### src/sv/bdgp_pkg.sv
package bdgp_pkg;

    localparam int MAX_SRC_WIDTH   = 512;
    localparam int MAX_SRC_HEIGHT  = 512;
    localparam int MAX_OUT_DIM     = 4096;
    localparam int COORD_FRAC_BITS = 8;

    localparam int STORE_DEPTH = MAX_SRC_WIDTH * MAX_SRC_HEIGHT;
    localparam int STORE_AW    = $clog2(STORE_DEPTH);

    // field and register widths
    localparam int DEPTH_W = 32;
    localparam int PIX_W   = 12;
    localparam int SRC_W   = 10;
    localparam int OUT_W   = 13;
    localparam int CFG_W   = 32;
    localparam int IDX_W   = 9;                         // integer source coordinate
    localparam int CRD_W   = IDX_W + COORD_FRAC_BITS;   // clamped fixed-point coordinate
    localparam int WGT_W   = COORD_FRAC_BITS + 1;       // interpolation weight, 0..CF

    // datapath widths
    localparam int MA_W   = DEPTH_W + COORD_FRAC_BITS + 1;  // multiplier operand
    localparam int PROD_W = MA_W + WGT_W;
    localparam int V_W    = MA_W;                           // interpolated value
    localparam int D_W    = DEPTH_W + COORD_FRAC_BITS;      // bound range
    localparam int NUM_W  = D_W + 9;                        // 510*diff + d
    localparam int DEN_W  = D_W + 1;
    localparam int Q_W    = NUM_W;
    localparam int CNT_W  = 5;
    localparam int CPRD_W = PIX_W + 1 + SRC_W;
    localparam int CNUM_W = CPRD_W + COORD_FRAC_BITS;       // coordinate numerator
    localparam int N_BITS = 8;                              // normalize quotient bits

    typedef enum logic [2:0] {
        CFG_SRC_WIDTH,
        CFG_SRC_HEIGHT,
        CFG_OUT_WIDTH,
        CFG_OUT_HEIGHT,
        CFG_PCT_LOW,
        CFG_PCT_HIGH,
        CFG_MIN_VALUE,
        CFG_MAX_VALUE
    } t_cfg_idx;

    typedef enum logic [1:0] {
        DK_X,
        DK_Y,
        DK_N
    } t_div_kind;

    typedef enum logic [2:0] {
        MAC_E00,
        MAC_E10,
        MAC_E01,
        MAC_E11,
        MAC_B,
        MAC_AY,
        MAC_BY,
        MAC_V
    } t_mac_step;

    typedef enum logic [3:0] {
        S_IDLE,
        S_XS,
        S_XW,
        S_YS,
        S_YW,
        S_FETCH,
        S_MAC,
        S_NORM,
        S_NS,
        S_NW,
        S_EMIT
    } t_state;

    typedef struct packed {
        logic      load_go;
        logic      req_go;
        logic      div_go;
        t_div_kind div_kind;
        logic      cx_lat;
        logic      cy_lat;
        logic      v_zero;
        logic      rd_go;
        logic [1:0] rd_idx;   // bit 0 picks x1, bit 1 picks y1
        logic      cap_go;
        logic [1:0] cap_idx;
        logic      mac_go;
        t_mac_step mac_step;
        logic      norm_lat;
        logic      out_load;
    } t_cmd;

    typedef struct packed {
        logic zero_size;
        logic div_done;
        logic trivial;
        logic out_free;
    } t_stat;

endpackage

### src/sv/bdgp_ctrl.sv
module bdgp_ctrl
    import bdgp_pkg::*;
(
    input  logic  i_clk,
    input  logic  i_rst_n,
    input  logic  i_in_valid,
    input  logic  i_mode,
    input  t_stat i_stat,
    output logic  o_in_stall,
    output t_cmd  o_cmd
);

    t_state     r_state, n_state;
    logic [2:0] r_step, n_step;

    always_ff @(posedge i_clk) begin
        if (!i_rst_n) begin
            r_state <= S_IDLE;
            r_step  <= '0;
        end else begin
            r_state <= n_state;
            r_step  <= n_step;
        end
    end

    always_comb begin
        n_state = r_state;
        n_step  = '0;
        unique case (r_state)
            S_IDLE:  if (i_in_valid && i_mode) n_state = S_XS;
            S_XS:    n_state = i_stat.zero_size ? S_NORM : S_XW;
            S_XW:    if (i_stat.div_done) n_state = S_YS;
            S_YS:    n_state = S_YW;
            S_YW:    if (i_stat.div_done) n_state = S_FETCH;
            S_FETCH: begin
                n_step = r_step + 1'b1;
                if (r_step == 3'd4) begin
                    n_state = S_MAC;
                    n_step  = '0;
                end
            end
            S_MAC: begin
                n_step = r_step + 1'b1;
                if (t_mac_step'(r_step) == MAC_V) begin
                    n_state = S_NORM;
                    n_step  = '0;
                end
            end
            S_NORM:  n_state = i_stat.trivial ? S_EMIT : S_NS;
            S_NS:    n_state = S_NW;
            S_NW:    if (i_stat.div_done) n_state = S_EMIT;
            S_EMIT:  if (i_stat.out_free) n_state = S_IDLE;
            default: n_state = S_IDLE;
        endcase
    end

    always_comb begin
        o_cmd      = '0;
        o_in_stall = (r_state != S_IDLE);
        unique case (r_state)
            S_IDLE: begin
                o_cmd.load_go = i_in_valid && !i_mode;
                o_cmd.req_go  = i_in_valid && i_mode;
            end
            S_XS: begin
                o_cmd.v_zero   = i_stat.zero_size;
                o_cmd.div_go   = !i_stat.zero_size;
                o_cmd.div_kind = DK_X;
            end
            S_XW:  o_cmd.cx_lat = i_stat.div_done;
            S_YS: begin
                o_cmd.div_go   = 1'b1;
                o_cmd.div_kind = DK_Y;
            end
            S_YW:  o_cmd.cy_lat = i_stat.div_done;
            S_FETCH: begin
                o_cmd.rd_go   = (r_step != 3'd4);
                o_cmd.rd_idx  = r_step[1:0];
                o_cmd.cap_go  = (r_step != 3'd0);
                o_cmd.cap_idx = 2'(r_step - 1'b1);
            end
            S_MAC: begin
                o_cmd.mac_go   = 1'b1;
                o_cmd.mac_step = t_mac_step'(r_step);
            end
            S_NORM: o_cmd.norm_lat = 1'b1;
            S_NS: begin
                o_cmd.div_go   = 1'b1;
                o_cmd.div_kind = DK_N;
            end
            S_NW: ;
            S_EMIT: o_cmd.out_load = i_stat.out_free;
            default: ;
        endcase
    end

endmodule

### config.mk
export PLATFORM = sky130hd
export DESIGN_NAME = bdgp_ctrl
export DESIGN_NICKNAME = d
export VERILOG_FILES = /design/src/sv/bdgp_pkg.sv /design/src/sv/bdgp_ctrl.sv
export SDC_FILE = /design/constraint.sdc
export NUM_CORES = 1
export LEC_CHECK = 0
export BUFFER_PORTS_ARGS = -buffer_cell sky130_fd_sc_hd__buf_2
export CORE_UTILIZATION = 50
export CTS_BUF_LIST = sky130_fd_sc_hd__clkbuf_16
export CTS_CLUSTER_DIAMETER = 150
export DETAILED_ROUTE_END_ITERATION = 7
export GPL_TIMING_DRIVEN = 1
export PLACE_DENSITY = 0.83
export SYNTH_ARGS = -nofsm -noshare
export SYNTH_HDL_FRONTEND = slang
export SYNTH_SLANG_ARGS = --single-unit
### constraint.sdc
create_clock -name i_clk -period 2.1 [get_ports i_clk]
set_clock_uncertainty 0.05 [all_clocks]
set_input_delay 0.21 -clock i_clk [delete_from_list [all_inputs] [get_ports i_clk]]
set_output_delay 0.21 -clock i_clk [all_outputs]
set_load 0.01 [all_outputs]
; ---- After elaboration in Yosys (flattened, before gate mapping)
; Cells that the tools add are included.
[totals]
regBits = 7
input_bits = 8
out_inout_bits = 21
elab_cells = 54
[op_classes]
addsub = 2
n_eq_ne = 20
muxes = 22
reduce_logical = 8
[ops]
columns = operator, n
row1 = 4-bit case mux with 11 select lines, 1
row2 = 4-bit two-way mux, 8
row3 = 4-bit by 3-bit == test with 1-bit output (second input constant), 4
row4 = 2-bit != test (second input constant), 7
row5 = 4-bit == test (second input constant), 3
row6 = 3-bit two-way mux, 3
row7 = 3-bit case mux with 3 select lines, 1
row8 = 4-bit by 2-bit == test with 1-bit output (second input constant), 2
row9 = 7-bit AND reduction, 1
row10 = 3-bit == test (second input constant), 2
row11 = 6-bit two-way mux, 1
row12 = 3-bit case mux with 2 select lines, 1
row13 = 1-bit two-way mux, 5
row14 = 4-bit by 1-bit == test with 1-bit output (second input constant), 1
row15 = 4-bit logical NOT, 1
row16 = 2-bit two-way mux, 2
row17 = 4-bit nonzero test, 1
row18 = 3-bit by 1-bit adder with 3-bit output (second input constant), 1
row19 = 3-bit != test (second input constant), 1
row20 = 3-bit nonzero test, 1
row21 = 1-bit logical AND, 2
row22 = 1-bit logical NOT, 2
row23 = 2-bit by 1-bit subtractor with 2-bit output (second input constant), 1

; ---- Depth between registers and ports, before layout
; Gate-level depths: netlist of the first run.
[depth]
depth_word = 3
depth_mapped = 6
ltp_nobuf = 6

; ---- Worst setup path before layout of the first run
; No wires, ideal clock.
[synth_path]
kind = reg-to-reg
start = reg r_step[0]
end = reg r_state[3]
setup_time_ps = 120
arrival_ps = 1269
required_time_ps = 1930
slack_ps = 661
stages_incl_launch_ff = 7
path_buffers = 0
synth_period_minus_slack_ps = 1439
cell_sequence = dfxtp_1 ha_1 ha_1 inv_1 a21oi_1 o221ai_2 o31a_1
[synth_between]
elab_chain_len = 3
elab_cells_between_ends = 5
cone_classes = eq/ne: 4 / reduce/logical: 1
[synth_lines]
columns = element, line
row1 = "start, declared", bdgp_ctrl.sv:14  ; logic [2:0] r_step, n_step;
row2 = "start signal, assigned", bdgp_ctrl.sv:22  ; r_step <= n_step;
row3 = 3-bit == test (on tied branches), "bdgp_ctrl.sv:44, bdgp_ctrl.sv:37"
row4 = 2-bit != test (no line), n/a
row5 = 7-bit AND reduction (no line) *, n/a
row6 = "end signal, assigned", bdgp_ctrl.sv:21  ; r_state <= n_state;
row7 = "end, declared", bdgp_ctrl.sv:13  ; t_state r_state, n_state;
; Every way passes the cells marked *; elsewhere a longest branch is shown, timed or not.
; A chain may end at the register's enable or synchronous reset.

==> impl_metrics.toml, run 1 <==
[clocking]
cts_resized = 0
postCtsSetupRepairBufs = 0
cts_root_buf = "clkbuf_16"
worstSkewPairLatency_ps = 230
cts_tree = "built"
cts.hold.buffers_added = 0
cts_buffers = 3
cts-htree-levels = 1
cts_buffer_depth = 2
cts.reportedPaths.clkPinSlew_ps = 40
clock_sinks = 7

[placed_design]
post-place-ws_ps = 362
io_buffers = 28
dp_hpwl_um = 1090
gp_congestion = 0.770

[power_and_ir_drop]
ir_drop_uv = 609
leakagePower_nw = 0.455
power_per_cell_area_nw_per_um2 = 1110

[detailed_routing]
drc_errors = 0
drtIter0Drc = 18
drt.antenna.violating_nets = 0
vias_per_cell = 5.31
wl_met2_um = 745
routedWlPerCell_um = 11.0
via_count = 712
wl_um = 1480
met3_length_um = 39
wl_met1_um = 694
drtPass1Iterations = 6
top_layer = "met3"

[final_layout]
layout.area.seq_sq_um = 140
nFillCells = 110
diodes = 0
final_common_cell = "buf_2"
drive_above_1_share = 0.328
nets = 131
area_delta_synth_final_pct = 30.2
multiInputGateArea_sq_um = 474
layout_common_cells = "buf_2, nor2_1, inv_1"

[sta]
fmax_ghz = 0.524
max_slew_margin = 0.648
finalSetupTns_ps = 0
finalHoldViolCount = 0
rsz0062_at_grt = "no"
min_period_over_period = 0.909
worst_slew_pin_slew_ps = 527
fin_crit_ps = 1910
slew_violations = 0
final-setup-viol-count = 0
setup_ws_ps = 191

[logic_synthesis]
synth_cell_types = 36
syn-num-nets = 103
yosys_warnings = 0
synthCells = 92
mappedNetlistArea_sq_um = 692
syn_avg_cell_area_sq_um = 7.52
ys_seq_area_frac = 0.203
ys_seq_elements = 7

[setup_path]
reg2reg_from = "r_state[2]$_SDFFE_PN0P_"
cp-start-kind = "register"
rr_worst_depth = 4
worst_r2r_endpoint = "r_state[2]$_SDFFE_PN0P_"
cp-end-kind = "output pin"
crit_type = "reg -> out"
crit_start = "r_state[2]$_SDFFE_PN0P_"
worstPathRequired_ps = 1840
rrSetupSlack_ps = 340
worstPathMaxFanout = 18
worstSetupEndpoint = "o_cmd[11]"
arrival_ps = 1650

[global_route]
grt_pass1_wl_um = 2250
overflow = 0
grt_pass1_vias = 545
grt_start_max_net_pins = 19
antenna_found_initial = 0
grtUsageTotal = 0.208

[floorplanning]
die_area_sq_um = 1540
rows = 13
io_pins = 29
die_x_um = 39.2
die-height_um = 39.2
initial_core_util = 0.532
core_sq_um = 1300

[hold_path]
hp-class = "in -> reg"

[run_status]
outcome = "finished, final reports clean"

[flow_run]
cap_violations = 0
per-stage QoR:
stage	area (sq um)	utilization	total power, mW	hold slack, ps	instances
2_1_floorplan	692	-	0.572	293	92
3_3_place_gp	822	0.632	0.666	414	130
3_5_place_dp	822	0.632	0.682	436	130
4_1_cts	901	0.692	1.00	239	134
5_1_grt	901	0.692	1.08	256	134
6_report	901	0.692	0.999	239	134
report_power, final:
part           internal, mW  switching, mW  leakage, nW  total (mW)
logic                 0.215          0.248        0.356       0.463
registers             0.159         0.0643       0.0570       0.223
clock network         0.247         0.0657       0.0423       0.313
total                 0.621          0.378        0.455       0.999
critical path, stage by stage (launching register included):
cell,delay [ps]
dfxtp_1,640
nand4bb_1,380
nor2_1,240
buf_2,160
state kept, by name (all words and copies together), names as in the netlist:
name / count
r_step: 3
r_state: 4
cell usage after synthesis, drive strengths merged:
master   count  share of area
and3b        1          0.013
nand3        2          0.014
o21a         1          0.011
nor3b        4          0.051
o31a         1          0.013
o221a        1          0.016
clkbuf       2          0.011
a21boi       1          0.011
nor4         1          0.018
mux2i        2          0.029
dfxtp        7           0.20
a21oi        5          0.036
o22ai        1         0.0090
o21ai        2          0.014
nor4b        2          0.034
nand2b       4          0.036
o211a        1          0.014
nand4bb      1          0.016
ha           3          0.054
nand3b       1          0.011
nor4bb       1          0.014
buf          6          0.063
a2bb2oi      1          0.022
a31oi        1         0.0090
nor2        14          0.076
o221ai       1          0.022
nor2b        2          0.018
inv          7          0.038
and2         6          0.054
and3         2          0.018
nor3         4          0.029
nand2        4          0.022
worst min-delay path by stage:
stage / startpoint / to / slack, ps / depth (start not counted)
2_1_floorplan: i_rst_n / r_step[2]$_SDFF_PN0_ / 290 / 1
3_3_place_gp: r_step[0]$_SDFF_PN0_ / r_step[0]$_SDFF_PN0_ / 410 / 1
3_5_place_dp: r_step[0]$_SDFF_PN0_ / r_step[0]$_SDFF_PN0_ / 440 / 1
4_1_cts: i_rst_n / r_step[2]$_SDFF_PN0_ / 240 / 2
5_1_grt: i_rst_n / r_state[2]$_SDFFE_PN0P_ / 260 / 2
6_report: i_rst_n / r_step[2]$_SDFF_PN0_ / 240 / 2
area by class of cell:
| class | instances | area share |
|---|---|---|
| multi-input combinational | 70 | 0.526 |
| timing repair buffer | 31 | 0.181 |
| sequential | 7 | 0.156 |
| clock buffer | 3 | 0.0833 |
| inverter | 7 | 0.0292 |
| tap | 15 | 0.0208 |
| clock inverter | 1 | 0.00417 |
kinds of logic after synthesis:
family	count (synthesis)	share of synthesized area
and+or+nand+nor	49	0.425
AOI/OAI and AO/OA	16	0.177
buffers and inverters	15	0.112
DFF	7	0.203
adders and majority gates	3	0.0543
muxes	2	0.0289
metal layers:
metal | up-vias | global-route usage
met2 | 12 | 0.371
met5 | - | 0
met3 | 0 | 0.0173
met4 | 0 | 0.0259
li1 | 373 | -
met1 | 327 | 0.273
(Power assumes the default switching activity.)
==> run 2, diff against run 1 <==
Settings changed: CELL_PAD_IN_SITES_DETAIL_PLACEMENT from default to 0, CELL_PAD_IN_SITES_GLOBAL_PLACEMENT from default to 1, CORE_UTILIZATION 50 to 34, PLACE_DENSITY 0.83 to default, PLACE_DENSITY_LB_ADDON from default to 0.1.
==> run 2 against run 1 <==
  * Wire length is 7.3% higher
  * First-iteration DRC count is 56% lower
  * Critical path depth is 2 higher
  * Flip-flop and latch count stayed put
  * Die area is 44% higher
  * Cell count is 7.5% higher
  * Hold slack worse by 2.5 ps
  * Worst setup slack better by 0.77 ps
  * Global-route usage is 5.7 points lower
  * Cell area is 1.5% higher
  * Register-to-register slack better by 60 ps
  * Critical path type unchanged
  * Largest cell class unchanged
  * Largest power group unchanged
==> impl_metrics.toml, run 2 (same netlist as run 1, synthesis figures left out) <==
[run_status]
outcome = "finished, final reports clean"

[final_layout]
nets = 131
nFillCells = 202
largest_reg_flops = 4
regMostFlops = "r_state"
area_delta_synth_final_pct = 32.2
fin_util = 0.502
multiInputGateArea_sq_um = 474
layout_common_cells = "buf_2, nor2_1, inv_1"
final_common_cell = "buf_2"
diodes = 0
drive_above_1_share = 0.336
biggestRegsByFlops = "r_state x4, r_step x3"
layout.area.seq_sq_um = 141

[sta]
fmax_ghz = 0.524
slew_violations = 0
final-setup-viol-count = 0
worst_hold_slack_ps = 237
fin_crit_ps = 1910
max_slew_margin = 0.732
rsz0062_at_grt = "no"
worst_slew_pin_slew_ps = 399
finalSetupTns_ps = 0
min_period_over_period = 0.909
finalHoldViolCount = 0

[floorplanning]
io_pins = 29
die_area_sq_um = 2220
die_x_um = 47.1
die-height_um = 47.1
core_sq_um = 1820
initial_core_util = 0.380
rows = 15

[setup_path]
crit_type = "reg -> out"
cp-start-kind = "register"
worstPathMaxFanout = 9
critPathBufInv = 2
reg2reg_from = "r_state[3]$_SDFFE_PN0P_"
worst_r2r_endpoint = "r_state[3]$_SDFFE_PN0P_"
cp_cell_sequence = "buf_4 -> nand2b_1 -> nor3b_2 -> and2_1 -> buf_2"
critPathSlowestCell = "dfxtp_1"
rrSetupSlack_ps = 400
worstPathRequired_ps = 1840
arrival_ps = 1650
crit_family = "simple AND/OR/NAND/NOR gates"
slowest_delay_ps = 490
rr_worst_depth = 4
cp-end-kind = "output pin"

[hold_path]
hp-start = "i_rst_n"
hold_end = "r_step[2]$_SDFF_PN0_"
hp-class = "in -> reg"
worstHoldPathCells = 2

[power_and_ir_drop]
ir_drop_uv = 664
leakagePower_nw = 0.456
power_per_cell_area_nw_per_um2 = 1090

[detailed_routing]
drt.antenna.violating_nets = 0
drtIter0Drc = 8
vias_per_cell = 4.90
routedWlPerCell_um = 11.0
drtPass1Iterations = 4
drc_errors = 0
wl_um = 1590
via_count = 705

[placed_design]
dp_hpwl_um = 1190
gp_congestion = 0.709
io_buffers = 28

[global_route]
grtUsageTotal = 0.151
antenna_found_initial = 0
grt_pass1_wl_um = 2370
overflow = 0
grt_pass1_vias = 540
grt_start_max_net_pins = 19

[clocking]
cts_buffer_depth = 2
cts_buffers = 3
cts_tree = "built"
cts-htree-levels = 1
cts_root_buf = "clkbuf_16"
worstSkewPairLatency_ps = 230
clock_sinks = 7
cts.reportedPaths.clkPinSlew_ps = 40

[flow_run]
cap_violations = 0
## run 2: cell types whose count changed in the layout (fill, tap and decap cells not counted)
cell	before	now
dfxtp_1	7	6
dfxtp_2	0	1
## run 2: final cells by class
class / count / area share
well taps: 25 / 0.0342
multi-input cells: 70 / 0.518
flip-flops and latches: 7 / 0.155
repair buffers: 31 / 0.178
clock inverters: 1 / 0.00410
inverters: 7 / 0.0287
clock buffers: 3 / 0.0821
## run 2: worst max-delay path by stage
| stage | startpoint | endpoint | slack, ps | cells past startpoint |
|---|---|---|---|---|
| floorplan | r_step[0]$_SDFF_PN0_ | r_state[3]$_SDFFE_PN0P_ | 660 | 6 |
| CTS | r_state[2]$_SDFFE_PN0P_ | o_cmd[11] | 100 | 3 |
| global placement | r_state[2]$_SDFFE_PN0P_ | r_state[2]$_SDFFE_PN0P_ | 330 | 4 |
| global route | r_state[1]$_SDFFE_PN0P_ | o_cmd[3] | 80 | 5 |
| finish | r_state[1]$_SDFFE_PN0P_ | o_cmd[4] | 190 | 5 |
| detailed placement | r_state[2]$_SDFFE_PN0P_ | r_state[2]$_SDFFE_PN0P_ | 290 | 4 |
## run 2: metal layers
metal  global-route usage  share of wire  up-vias
met5                    0              0        -
met4               0.0343         0.0032        0
met3               0.0462          0.039        2
met2                0.219           0.44       16
met1                0.218           0.51      315
li1                     -              -      372
## run 2: repair_timing
item / in CTS / in global routing
resized for setup: 0 / 1
endpoints found under the setup margin: 0 / 1
buffers inserted: 0 / 0
hold buffers: 0 / 0
## run 2: metrics by stage
| stage | setup slack [ps] | cells | cell area (sq um) | power [mW] |
|---|---|---|---|---|
| after floorplan | 661 | 92 | 692 | 0.572 |
| after global placement | 327 | 140 | 835 | 0.683 |
| after detailed placement | 288 | 140 | 835 | 0.686 |
| after CTS | 99.5 | 144 | 913 | 1.01 |
| after global routing | 83.8 | 144 | 915 | 1.08 |
| final | 191 | 144 | 915 | 0.998 |
## run 2: power breakdown
part / total [mW] / switching [mW] / leakage (nW) / internal (mW)
clock network: 0.316 / 0.0690 / 0.0423 / 0.247
registers: 0.225 / 0.0648 / 0.0574 / 0.160
logic: 0.457 / 0.242 / 0.356 / 0.215
==> run 3, diff against run 2 <==
Settings changed: CTS_BUF_LIST sky130_fd_sc_hd__clkbuf_16 to sky130_fd_sc_hd__clkbuf_4 sky130_fd_sc_hd__clkbuf_8 sky130_fd_sc_hd__clkbuf_16.
==> run 3 against run 2 <==
  * Register-to-register slack about the same
  * Largest cell class unchanged
  * Largest power group unchanged
  * Maximum frequency decreased by 2.0%
  * Critical endpoint unchanged
  * Critical path type unchanged
  * Highest routed layer unchanged
  * Power fell by 18%
==> impl_metrics.toml, run 3 (same netlist as run 1, synthesis figures left out) <==
[run_status]
outcome = "finished, final reports clean"

[sta]
fmax_ghz = 0.513
finalHoldViolCount = 0
slew_violations = 0
min_period_over_period = 0.927
final-setup-viol-count = 0
fin_crit_ps = 1950
max_slew_margin = 0.732
worst_slew_pin_slew_ps = 399
finalSetupTns_ps = 0
rsz0062_at_grt = "no"
setup_ws_ps = 152

[power_and_ir_drop]
switching_share = 0.438
p_int_mw = 0.460
pwr-share-clk = 0.167
total_power_mw = 0.819
combPwrFrac = 0.558
power_per_cell_area_nw_per_um2 = 945
ir_drop_uv = 465
seqPwrFrac = 0.275
p_sw_mw = 0.359
leakagePower_nw = 0.432

[detailed_routing]
wl_um = 1590
drtPass1Iterations = 4
via_count = 707
routedWlPerCell_um = 11.0
drt.antenna.violating_nets = 0
drtIter0Drc = 14
vias_per_cell = 4.91
drc_errors = 0

[global_route]
use_met3 = 0.0462
global_route.usage.met1 = 0.215
grt_pass1_wl_um = 2360
grt_pass1_vias = 541
antenna_found_initial = 0
grt_start_max_net_pins = 19
top_usage_layer = "met2"
grtUsageTotal = 0.154
overflow = 0
use_met2 = 0.217

[setup_path]
cp-start-kind = "register"
worstPathRequired_ps = 1840
cp-end-kind = "output pin"
arrival_ps = 1690
worstPathMaxFanout = 9
crit_type = "reg -> out"

[clocking]
postCtsSetupRepairBufs = 0
cts_tree = "built"
clock_sinks = 7
cts_resized = 0
cts-htree-levels = 1
cts_buffers = 3
cts_buffer_depth = 2
cts_root_buf = "clkbuf_4"
cts.hold.buffers_added = 0
cts.reportedPaths.clkPinSlew_ps = 50
worstSkewPairLatency_ps = 250

[final_layout]
drive_above_1_share = 0.345
design_area_sq_um = 866
multiInputGateArea_sq_um = 474
nFillCells = 205
layout.area.seq_sq_um = 141
nets = 131
diodes = 0
largest_reg_flops = 4
regMostFlops = "r_state"
area_delta_synth_final_pct = 25.1
fin_util = 0.476
biggestRegsByFlops = "r_state x4, r_step x3"
layout_common_cells = "buf_2, nor2_1, inv_1"
final_common_cell = "buf_2"

[floorplanning]
io_pins = 29
initial_core_util = 0.380
die_area_sq_um = 2220
core_sq_um = 1820
die_x_um = 47.1
die-height_um = 47.1
rows = 15

[flow_run]
cap_violations = 0

[placed_design]
placed_area_sq_um = 835
io_buffers = 28
gp_congestion = 0.709
dp_hpwl_um = 1190
post-place-ws_ps = 288

[hold_path]
hp-class = "in -> reg"
## run 3: changes by cell type in the layout (fill, tap and decap cells not counted), sizes merged
cell | before | now
clkbuf | 3 | 4
inv | 8 | 7
## run 3: final timing paths
check,startpoint,to,slack (ps),cells past startpoint
worst min register to register,r_step[0]$_SDFF_PN0_,r_step[0]$_SDFF_PN0_,430,1
worst min-delay path,i_rst_n,r_step[2]$_SDFF_PN0_,210,2
worst max register to register,r_state[3]$_SDFFE_PN0P_,r_state[3]$_SDFFE_PN0P_,410,4
worst max-delay path,r_state[1]$_SDFFE_PN0P_,o_cmd[4],150,5
## run 3: power groups by stage
stage / logic [mW] / registers [mW] / clock network (mW)
3_3_place_gp: 0.459 / 0.225 / 0
6_report: 0.456 / 0.225 / 0.137
3_5_place_dp: 0.459 / 0.226 / 0
4_1_cts: 0.462 / 0.223 / 0.144
5_1_grt: 0.518 / 0.230 / 0.152
2_1_floorplan: 0.391 / 0.181 / 0
## run 3: layout make-up
class                   instances  area share
well taps                      25      0.0361
multi-input cells              70       0.548
inverters                       7      0.0303
flip-flops and latches          7       0.163
clock buffers                   4      0.0347
repair buffers                 31       0.188
## run 3: routing by layer
layer,up-vias,part of all wire
li1,371,-
met1,313,0.52
met2,21,0.44
met3,2,0.043
met4,0,0.0038
met5,-,0
## run 3: critical path, stage by stage (launching register included)
cell and delay [ps]:
dfxtp_1 500, buf_4 220, nand2b_1 110, nor3b_2 310
and2_1 170, buf_2 120
## run 3: per-stage QoR
step	hold WS [ps]	std cells
after floorplan	293	92
after global placement	412	140
after detailed placement	415	140
after CTS	200	144
after global routing	203	144
final	207	144
